==> src/btps_pkg.sv <==
// Shared types and constants for the binary trie prefix store.
package btps_pkg;

    localparam int unsigned KEY_W     = 32;   // key field width
    localparam int unsigned KEY_IDX_W = 5;    // bit index into the key
    localparam int unsigned LEN_W     = 6;    // key_len field width
    localparam int unsigned IN_W      = 40;   // s_tdata width, whole bytes
    localparam int unsigned OUT_W     = 8;    // m_tdata width, whole bytes

    localparam int unsigned NODE_COUNT_DEF = 1024;
    localparam int unsigned KEY_BITS_DEF   = 32;

    localparam logic OP_INSERT = 1'b0;
    localparam logic OP_FIND   = 1'b1;

    // Request word as it sits in the front queue, length already saturated.
    typedef struct packed {
        logic             op;
        logic [KEY_W-1:0] key;
        logic [LEN_W-1:0] len;
    } req_t;

endpackage

==> src/btps_front.sv <==
// Front end: accepts request words, clamps the key length and queues them.
module btps_front #(
    parameter int unsigned KEY_BITS = btps_pkg::KEY_BITS_DEF
) (
    input  logic                      clk,
    input  logic                      rst_n,
    input  logic                      s_tvalid,
    output logic                      s_tready,
    input  logic [btps_pkg::IN_W-1:0] s_tdata,
    input  logic                      s_tuser,
    output logic                      q_valid,
    input  logic                      q_ready,
    output btps_pkg::req_t            q_data
);

    localparam int unsigned LEN_W   = btps_pkg::LEN_W;
    localparam int unsigned KEY_W   = btps_pkg::KEY_W;
    localparam int unsigned LEN_MAX = (1 << LEN_W) - 1;
    localparam int unsigned SAT_LEN = (KEY_BITS > LEN_MAX) ? LEN_MAX : KEY_BITS;

    btps_pkg::req_t   q_mem_reg [2];
    logic             wr_ptr_reg, wr_ptr_next;
    logic             rd_ptr_reg, rd_ptr_next;
    logic [1:0]       cnt_reg, cnt_next;
    logic [LEN_W-1:0] raw_len;
    btps_pkg::req_t   in_req;
    logic             push, pop;

    // classify: pull fields apart, saturate length to the trie depth
    always_comb
    begin
        raw_len    = s_tdata[KEY_W +: LEN_W];
        in_req.op  = s_tuser;
        in_req.key = s_tdata[KEY_W-1:0];
        in_req.len = (raw_len > LEN_W'(SAT_LEN)) ? LEN_W'(SAT_LEN) : raw_len;
    end

    assign s_tready = (cnt_reg != 2'd2);
    assign q_valid  = (cnt_reg != 2'd0);
    assign q_data   = q_mem_reg[rd_ptr_reg];
    assign push     = s_tvalid && s_tready;
    assign pop      = q_valid && q_ready;

    always_comb
    begin
        wr_ptr_next = push ? ~wr_ptr_reg : wr_ptr_reg;
        rd_ptr_next = pop ? ~rd_ptr_reg : rd_ptr_reg;
        cnt_next    = cnt_reg + {1'b0, push} - {1'b0, pop};
    end

    always_ff @(posedge clk or negedge rst_n)
    begin
        if (!rst_n)
        begin
            wr_ptr_reg <= 1'b0;
            rd_ptr_reg <= 1'b0;
            cnt_reg    <= 2'd0;
        end
        else
        begin
            wr_ptr_reg <= wr_ptr_next;
            rd_ptr_reg <= rd_ptr_next;
            cnt_reg    <= cnt_next;
        end
    end

    always_ff @(posedge clk)
    begin
        if (push)
        begin
            q_mem_reg[wr_ptr_reg] <= in_req;
        end
    end

endmodule

==> config.mk <==
export PLATFORM = sky130hd
export DESIGN_NAME = btps_front
export DESIGN_NICKNAME = d
export VERILOG_FILES = /design/src/btps_pkg.sv /design/src/btps_front.sv
export SDC_FILE = /design/constraint.sdc
export NUM_CORES = 1
export LEC_CHECK = 0
export ABC_AREA = 1
export BUFFER_PORTS_ARGS = -buffer_cell sky130_fd_sc_hd__buf_4
export CAP_MARGIN = 10
export CORE_MARGIN = 3
export CORE_UTILIZATION = 50
export CTS_CLUSTER_SIZE = 25
export DETAILED_ROUTE_END_ITERATION = 8
export PLACE_DENSITY = 0.83
export SETUP_SLACK_MARGIN = 0.05
export SLEW_MARGIN = 20
export SYNTH_ARGS = -nofsm -noshare
export SYNTH_HDL_FRONTEND = slang
export SYNTH_SLANG_ARGS = --single-unit
==> constraint.sdc <==
create_clock -name clk -period 4.76 [get_ports clk]
set_input_delay 0.952 -clock clk [delete_from_list [all_inputs] [get_ports clk]]
set_output_delay 0.952 -clock clk [all_outputs]
set_load 0.01 [all_outputs]
* Word level (Yosys, flattened, before mapping)
Memory sizes are Yosys's and may differ from the RTL's.
Index checks and enable logic that the tools add are counted.
** Word-level totals
- Flip-flop bits (word level) :: 4
- Memory bits (writable) :: 78
- Input bits :: 45
- Output and inout port bits :: 41
- Word-level logic and storage cells :: 16
- Memories :: 1
** Operators by class
- Add/subtract/negate cells :: 2
- Magnitude comparators :: 1
- Equal/unequal tests :: 1
- Multiplexer cells :: 3
- Bitwise gates (word level) :: 2
- Reduce and logical (&&, ||, !) cells :: 3
** Memories
- q_mem_reg :: depth 2, width 39, read ports 1, clocked after Yosys merged registers in 0, wr ports 1, line btps_front.sv:21 : btps_pkg::req_t q_mem_reg [2];
** Operators with widths (count)
- $gt A6 B6 Y1 const B :: 1
- $mux W6 :: 1
- $add A2 B1 Y2 :: 1
- $logic_and A1 B1 Y1 :: 2
- $mux W1 :: 2
- $ne A2 B2 Y1 const B :: 1
- $not A1 Y1 :: 2
- $reduce_bool A2 Y1 :: 1
- $sub A2 B1 Y2 :: 1

* Depth between registers and ports, before layout
Gate-level depths: netlist of the first run.
- Depth in word-level cells :: 4
- Depth in mapped cells :: 12
- Mapped depth without buffers :: 12

* Worst setup path before layout of the first run
OpenSTA, ideal clock, no wires.
- Kind :: input port to flip-flop
- From :: input port s_tvalid
- To :: memory q_mem_reg[1][0] in the netlist's numbering, enable pin
- Setup time :: 0.437 ns
- Data arrival time :: 2.694 ns
- Data required time :: 4.323 ns
- Setup slack :: 1.629 ns
- Cell stages on the path :: 2
- Buffers on the path :: 0
- Path through :: nand2_2 nor2_1
** On the way
- Cells in the longest elaborated chain, start to end :: 3
** RTL lines
- from (decl) :: line btps_front.sv:7 : input logic s_tvalid,
- $logic_and A1 B1 Y1 :: line btps_front.sv:41 : assign push = s_tvalid && s_tready;
- $mux W1 :: line btps_front.sv:69 : if (push)
- $mux W1 (not written as such) :: line btps_front.sv:71 : q_mem_reg[wr_ptr_reg] <= in_req;
- to (decl) :: line btps_front.sv:21
Every way passes these cells.

==> impl_results.md, run 1 <==
* Layout overhead on the synthesized area at 29.8%
* MaxCap Viol Count at 0
* Via count at ~2000
* Htree depth at 3
* Post_cts resized at 0
* Initial antenna violation count at 0
* Core ar. at between 5000 and 6000 µm²
* Family with the most delay on the worst path: buffers and inverters
* Status: completed
* Total Routed Length at between 5000 and 6000 µm
* Die Outline Area at between 7000 and 8000 µm²
* Clk pin slew, worst setup/hold paths at 70 ps
* Final setup fails at 0
* Library cells used by synthesis at 16
* Critical Path RT at 3810 ps
* Final nets at 383
* Top cell by count, worst path: nand2_1
* Leakage power at 1.77 nW
* Post-synthesis instance total at 249
* Cell Rows at 28
* DIE WIDTH at 85.0 µm
* Most frequent cells in the layout: nand2_1 (124), buf_4 (84), edfxtp_1 (78), inv_1 (12), clkbuf_8 (9)
* Clock Sinks at 82
* Cell Chain, Critical Path: inv_2 > nand2_1 > nand2_1 > buf_4
* Synth Register Bits at ~80
* WS Path Type: reg2out
* Avg Cell Area, Syn at around 13 µm²
* Max-slew headroom at between 40% and 50%
* Final number of hold-violating endpoints at 0
* Gpl congestion at 0.640
* Post-Syn Area at 3120 µm²
* Port bufs at 83
* # diodes at 0
* RSZ-0062 raised after global routing: false
* Critical path buffer and inverter count at 2
* Largest stage delay on the critical path at 500 ps
* First-pass GRT wire length at 9070 µm
* Layout cells sized above 1 at a little under a third
* Fin crit period at about 2500 ps
* Clock Latency Late Sink at 340 ps
* Final ANT Viol Nets at 0
* Critical Path Start: rd_ptr_reg$_DFFE_PN0P_
* CTS Buf Count at 9
* Vias per cell at about 4.8
* Io pins at 86
* Starting Density at 52.0%
* Gr usage total at 16.2%
* Data arrival, critical path at 1560 ps
* # Post-CTS Setup Buffers at 0
* Worst-margin pin slew at about 760 ps
* DR WL/cell at between 10 and 15 µm
* Largest net degree at the start of global routing at 41
* Crit-path max FO at 40
* Grt ovf at 0
* R2r startpoint: cnt_reg[1]$_DFF_PN0_
* CTS tree: built
* Post-synth top area cell: edfxtp_1
* Syn_nets at 295
* Clk buf depth at 2
* DR DRC count at 0
* Final Cycle Share at 52.8%
* Maximum clock rate at between 0.3 and 0.4 GHz
* Pins over their slew limit at 0
* Startpoint types: flop
* Synth area leaders: edfxtp_1 (75%), nand2_1 (15%), dfrtp_1 (3.2%)
* Drt pass-1 iters at 4
* Yosys top cell area share at roughly 75%
* Hold Path Class: in2async
* Finished Core Util at 67.5%
* HPWL after DPL at about 3500 µm
* Vias in the first global route at 2017
* Max FFs per register at 78
* Setup crit end kind: primary output
* Root Buffer: clkbuf_8
* Register area share after synthesis at 78.4%
* Slowest stage cell, crit path: inv_2
* VDD IR max at about 0.00046 V
* Pwr Density at approximately 600 nW/µm²
* Skew final at ~7.4 ps
* Hold buffer count at cts at 0
* Most common cell after layout, fill and taps aside: nand2_1
* Syn. warnings at 0
* DR iter-0 viols at 79
* Setup TNS at 0 ps
* Die height at 85.0 µm
worst paths after layout:
kind	to	slack (ps)	depth (start not counted)
setup / recovery	q_data[34]	2240	4
hold / removal	cnt_reg[0]$_DFF_PN0_	400	1
setup reg to reg	q_mem_reg[0][20]$_DFFE_PP_	2920	4
hold reg to reg	wr_ptr_reg$_DFFE_PN0P_	590	2
max in group asynchronous	cnt_reg[1]$_DFF_PN0_	4260	1
min in group clk	wr_ptr_reg$_DFFE_PN0P_	590	2
metal layers:
| layer | global-route usage (%) | wire [µm] | part of all wire (%) |
|---|---|---|---|
| met3 | 4.08 | 297 | 5.2 |
| met4 | 7.77 | 95 | 1.7 |
| met5 | 0 | 0 | 0 |
| met1 | 18.9 | 2210 | 39 |
| met2 | 28.0 | 3060 | 54 |
per-stage QoR:
stage / cells / hold slack, ps / total power, mW / setup slack (ps) / cell area, µm²
2_1_floorplan: 249 / 485 / 1.53 / 1630 / 3120
3_3_place_gp: 399 / 539 / 1.90 / 2310 / 3800
3_5_place_dp: 399 / 571 / 1.92 / 2300 / 3800
4_1_cts: 415 / 387 / 2.39 / 2190 / 3990
5_1_grt: 417 / 376 / 2.57 / 2050 / 4050
6_report: 417 / 399 / 2.40 / 2240 / 4050
logic make-up (layout without fill, tap and decap cells):
group | Yosys count | count (layout) | share of synthesized area [%]
DFF | 82 | 82 | 78.4
xor gates and xnor gates | 1 | 1 | 0.281
AOI/OAI and AO/OA | 5 | 5 | 0.803
and+or+nand+nor | 138 | 138 | 16.9
adders and majority gates | 1 | 1 | 0.401
buffers and inverters | 22 | 115 | 3.25
cells in the mapped netlist, drive strengths merged:
library cell and count:
clkbuf 1, o21ai 1, dfrtp 4, xor2 1, ha 1, edfxtp 78, buf 8, nand3 3
nand2 126, a21oi 4, nor2 9, inv 13
worst reg2reg max path, cell delays in order (launching register included):
cell     delay (ps)
dfrtp_1         450
nand2_2         140
nand2_2         120
nor2_4          610
buf_16          240
area by class of cell:
type | count | area, µm²
multi-input cells | 145 | 588
well taps | 75 | 93.8
clock inverters | 5 | 55.1
inverters | 13 | 48.8
fillers | 442 | 1950
repair buffers | 86 | 686
clock buffers | 11 | 131
flip-flops and latches | 82 | 2440
power by group:
| part | internal [mW] | switching [mW] | total, mW |
|---|---|---|---|
| registers | 0.986 | 0.0508 | 1.04 |
| logic | 0.379 | 0.521 | 0.900 |
| clock network | 0.241 | 0.226 | 0.467 |
| total | 1.61 | 0.798 | 2.40 |
Power figures use the tool's default switching activity.
==> run 2: changes to the inputs <==
Clock period 4.76 ns to 2.5 ns, I/O delays scaled along.
==> run 2 against run 1 <==
Critical path depth did not move. Largest power group unchanged. Critical endpoint is now q_data[14]. Die area did not move. First-iteration DRC count is 57% higher. Clock power up 130%. Routed wire length decreased by 4.2%. Count of clock-buffer cells in the layout decreased by 2. Global-route usage decreased by 0.22 points. Sequential cell count unchanged. Highest routed layer unchanged. Sequential share of layout area is 0.74 points lower. Worst hold slack got worse by 46 ps. Register-to-register slack lost 2200 ps.
==> impl_results.md, run 2 (synthesis results as in run 1) <==
* Comb pwr share at between 30% and 40%
* Grt ovf at 0
* Most common cell after layout, fill and taps aside: nand2_1
* Gpl congestion at 0.726
* Status: completed
* Pins over their slew limit at 0
* FF-to-FF path depth at 4
* # diodes at 0
* Clock Sinks at 82
* Final number of hold-violating endpoints at 0
* Die height at 85.0 µm
* Io pins at 86
* Die Outline Area at 7220 µm²
* Vias in the first global route at between 2000 and 2500
* Placed insts at 401
* Critical R2R Capture: q_mem_reg[0][14]$_DFFE_PP_
* Htree depth at 3
* Starting Density at a little over half
* Fin crit period at 2090 ps
* Gr usage total at 16.0%
* Sw power at between 1 and 1.5 mW
* Pwr Density at 1160 nW/µm²
* Drt pass-1 iters at 4
* Setup TNS at 0 ps
* Design area at 4100 µm²
* Final setup fails at 0
* RSZ-0062 raised after global routing: false
* CTS tree: built
* Worst Hold End: q_mem_reg[0][19]$_DFFE_PP_
* Setup crit end kind: primary output
* Leakage power at ~1.8 nW
* Hold Path Class: in2reg
* WS Path Type: reg2out
* Critical Path RT at 2000 ps
* Total Routed Length at 5420 µm
* Skew final at ~3.7 ps
* Hold path start: s_tdata[13]
* Clk buf depth at 2
* Post-Layout Cell Count at 418
* Max-slew headroom at 53.8%
* Layout overhead on the synthesized area at 31.4%
* Initial antenna violation count at 0
* Layout cells sized above 1 at 30.9%
* Clk pin slew, worst setup/hold paths at 80 ps
* Maximum clock rate at about 0.48 GHz
* Data arrival, critical path at 1590 ps
* Port bufs at just over 80
* Root Buffer: clkbuf_8
* Core ar. at 5990 µm²
* First-pass GRT wire length at between 8000 and 9000 µm
* Cell Rows at 28
* Final Cycle Share at between 80% and 90%
* MaxCap Viol Count at 0
* Vias per cell at 4.75
* VDD IR max at 0.000604 V
* DR DRC count at 0
* CTS Buf Count at 9
* DR iter-0 viols at around 120
* Hold Crit Depth at 1
* Worst-margin pin slew at 692 ps
* # Post-CTS Setup Buffers at 0
* Crit-path max FO at 40
* Via count at 1987
* Sequential power share at 41.6%
* Fillers at ~430
* DR WL/cell at 13.0 µm
* Minimum setup slack among reg-to-reg paths at 760 ps
* Clock Latency Late Sink at 320 ps
* Final nets at 384
* Startpoint types: flop
* R2r startpoint: cnt_reg[1]$_DFF_PN0_
* Finished Core Util at 68.4%
* Cell Area, Placed at 3840 µm²
* HPWL after DPL at 3730 µm
* Internal power at 3.24 mW
* Final ANT Viol Nets at 0
* Largest net degree at the start of global routing at 41
* Most frequent cells in the layout: nand2_1 (124), buf_4 (84), edfxtp_1 (78), inv_1 (12), clkbuf_8 (9)
* Clock group share of total power at 23.0%
* Switch share at 31.6%
* Max FFs per register at 78
* DIE WIDTH at approximately 85 µm
-- run 2: cell count changes in the layout (fill, tap and decap cells not counted) --
cell and change:
clkinv_2 -1, buf_12 +2, clkinvlp_4 +1, clkbuf_1 -2
buf_16 -2, bufinv_16 +2, dlygate4sd3_1 +1
-- run 2: area by class of cell --
cell class | count | area (µm²) | share of cell area (%)
Clock buffer | 9 | 124 | 3.02
Clock inverter | 7 | 118 | 2.87
Inverter | 13 | 48.8 | 1.19
Multi-Input combinational cell | 145 | 588 | 14.4
Sequential cell | 82 | 2440 | 59.6
Tap cell | 75 | 93.8 | 2.29
Timing Repair Buffer | 87 | 681 | 16.6
-- run 2: timing repair --
| item | 4_1_cts | 5_1_grt |
|---|---|---|
| hold buffers | 1 | 0 |
| resized for setup | 0 | 0 |
| endpoints found under the hold margin | 4 | 0 |
-- run 2: critical path, stage by stage, from the launching register on --
cell and delay [ps]:
dfrtp_1 390, inv_2 510, nand2_1 110, nand2_1 110, buf_4 130
-- run 2: power by group through the flow --
stage               clock (mW)  combinational [mW]  sequential, mW
floorplan                    0               0.912            1.99
global placement             0                1.68            1.99
detailed placement           0                1.71            2.01
CTS                       1.12                1.71            1.98
global route              1.19                1.89            2.00
finish                    1.09                1.68            1.97
-- run 2: how the worst max path moves through the flow --
stage	start	endpoint	depth (start not counted)
after floorplan	cnt_reg[1]$_DFF_PN0_	q_mem_reg[1][0]$_DFFE_PP_	3
after global placement	s_tvalid	q_mem_reg[1][4]$_DFFE_PP_	4
after detailed placement	s_tvalid	q_mem_reg[0][8]$_DFFE_PP_	4
after CTS	rd_ptr_reg$_DFFE_PN0P_	q_data[14]	4
after global routing	rd_ptr_reg$_DFFE_PN0P_	q_data[14]	4
final	rd_ptr_reg$_DFFE_PN0P_	q_data[14]	4
-- run 2: metrics by stage --
| stage | power, mW | setup slack, ps | hold WS [ps] |
|---|---|---|---|
| after global routing | 5.07 | 247 | 331 |
| after floorplan | 2.90 | 423 | 204 |
| after CTS | 4.81 | 378 | 338 |
| final | 4.74 | 412 | 352 |
| after detailed placement | 3.72 | 696 | 301 |
| after global placement | 3.67 | 709 | 300 |
-- run 2: metal layers --
layer | GRT usage (%) | vias to the layer above | part of all wire, %
met5 | 0 | - | 0
met4 | 6.04 | 0 | 2.1
met3 | 3.30 | 11 | 5.8
met2 | 28.4 | 66 | 53
met1 | 19.2 | 915 | 39
li1 | - | 995 | -
==> run 3: changes to the inputs <==
Clock period 2.5 ns to 2 ns, I/O delays scaled along.
==> run 3 against run 2 <==
Final cell count grew 0.72%. Sequential power rose by 25%. Sequential share of layout area grew 0.33 points. Worst setup slack got worse by 220 ps. Design area decreased by 0.55%. First-iteration DRC count is 35% lower. Clock power rose by 11%. Global-route usage grew 0.44 points. Via count grew 0.20%. Core utilization shrank 0.38 points. Largest cell class unchanged.
==> impl_results.md, run 3 (synthesis results as in run 1) <==
* Pins over their slew limit at 0
* # diodes at 0
* Top cell by count, worst path: nand2_1
* Met3 WL at a little over 300 µm
* Family with the most delay on the worst path: buffers and inverters
* PnR Total Power at 5.82 mW
* Max FFs per register at 78
* Htree depth at 3
* Worst Hold End: q_mem_reg[1][36]$_DFFE_PP_
* WS Path Type: reg2out
* First-pass GRT wire length at 9100 µm
* Die height at 85.0 µm
* Max Used Layer: met4
* Pwr Density at 1430 nW/µm²
* Final Cycle Share at 90.2%
* Startpoint types: flop
* Clock Sinks at 82
* DIE WIDTH at 85.0 µm
* Die Outline Area at 7220 µm²
* Final number of hold-violating endpoints at 0
* Status: completed
* Finished Core Util at 68.0%
* Fin worst setup slack at 196 ps
* Critical R2R Capture: q_mem_reg[0][3]$_DFFE_PP_
* CTS tree: built
* Drt pass-1 iters at 4
* Critical Path RT at 1600 ps
* VDD IR max at 0.000892 V
* Critical path buffer and inverter count at 3
* Grt ovf at 0
* Root Buffer: clkbuf_8
* Via count at approximately 2000
* Most common cell after layout, fill and taps aside: nand2_1
* Fin crit period at 1800 ps
* Total Routed Length at 5610 µm
* Final ANT Viol Nets at 0
* DR DRC count at 0
* Largest net degree at the start of global routing at 40
* R2r startpoint: cnt_reg[1]$_DFF_PN0_
* Initial antenna violation count at 0
* Layout cells sized above 1 at 30.3%
* Slowest stage cell, crit path: dfrtp_1
* Met1 Wirelength at 2160 µm
* Maximum clock rate at around 0.55 GHz
* WL met2 at 3070 µm
* DR WL/cell at 13.3 µm
* Vias per cell at 4.73
* Hold Path Class: in2reg
* Skew final at 7.41 ps
* Cell Rows at 28
* MaxCap Viol Count at 0
* Core ar. at 5990 µm²
* Max-slew headroom at about three quarters
* Worst-margin pin slew at 370 ps
* Setup WS pre-CTS at 489 ps
* Final nets at 387
* Hold path start: s_tdata[30]
* Minimum setup slack among reg-to-reg paths at 520 ps
* CTS Buf Count at 9
* Gr usage total at 16.5%
* Clk buf depth at 2
* HPWL after DPL at between 3000 and 4000 µm
* DR iter-0 viols at 81
* Data arrival, critical path at 1400 ps
* Clk pin slew, worst setup/hold paths at 70 ps
* Hold Crit Depth at 1
* Cell Chain, Critical Path: inv_4 > buf_12 > nand2_1 > nand2_1 > buf_4
* Setup crit end kind: primary output
* Placed insts at 404
* # Post-CTS Setup Buffers at 0
* Gpl congestion at 0.755
* Clock Latency Late Sink at 330 ps
* FF-to-FF path depth at 4
* RSZ-0062 raised after global routing: false
* Final setup fails at 0
* Most frequent cells in the layout: nand2_1 (124), buf_4 (87), edfxtp_1 (78), inv_1 (12), clkbuf_8 (9)
* Io pins at 86
* Post-Layout Cell Count at between 400 and 500
* Starting Density at 52.0%
* Largest stage delay on the critical path at 420 ps
* Setup TNS at 0 ps
* Crit-path max FO at 26
* Layout overhead on the synthesized area at 30.7%
* Port bufs at 83
* Leakage power at around 1.8 nW
* Vias in the first global route at 2043
==> run 3: cell count changes in the layout (fill, tap and decap cells not counted) <==
cell,change
buf_12,-1
buf_4,+3
buf_6,+1
bufinv_16,-1
clkbuf_1,+4
clkinv_4,-1
clkinvlp_4,-2
inv_2,-1
inv_4,+1
==> run 3: routing by layer <==
metal  vias to the layer above  track usage [%]
met5                         -                0
met4                         0             6.33
met3                         6             3.59
met2                        62             30.4
met1                       920             18.4
li1                       1003                -
==> run 3: timing repair <==
item	in CTS	in global routing
resized for setup	0	3
endpoints found under the hold margin	4	0
hold buffers	1	0
endpoints found under the setup margin	0	6
==> run 3: power by group <==
group	switching [mW]	internal, mW	leakage, nW	total [mW]
sequential	0.125	2.35	0.773	2.47
clock	0.509	0.702	0.0993	1.21
combinational	1.23	0.909	0.918	2.14
==> run 3: area by class of cell <==
| class | instances | area (µm²) |
|---|---|---|
| Inverter | 13 | 51.3 |
| Fill cell | 447 | 1920 |
| Tap cell | 75 | 93.8 |
| Clock buffer | 13 | 139 |
| Timing Repair Buffer | 90 | 694 |
| Sequential cell | 82 | 2440 |
| Clock inverter | 3 | 63.8 |
| Multi-Input combinational cell | 145 | 588 |
==> run 3: stage by stage <==
step	hold slack, ps	cell area (µm²)
after floorplan	104	3130
after global placement	200	3850
after detailed placement	200	3850
after CTS	237	4070
after global routing	227	4070
final	250	4070
==> run 3: worst max path at each step <==
stage	startpoint	end	slack (ps)	cells after the start
2_1_floorplan	cnt_reg[1]$_DFF_PN0_	q_mem_reg[1][0]$_DFFE_PP_	340	3
3_3_place_gp	rd_ptr_reg$_DFFE_PN0P_	q_data[5]	490	5
3_5_place_dp	rd_ptr_reg$_DFFE_PN0P_	q_data[1]	490	5
4_1_cts	rd_ptr_reg$_DFFE_PN0P_	q_data[5]	120	5
5_1_grt	rd_ptr_reg$_DFFE_PN0P_	q_data[1]	100	5
6_report	rd_ptr_reg$_DFFE_PN0P_	q_data[5]	200	5
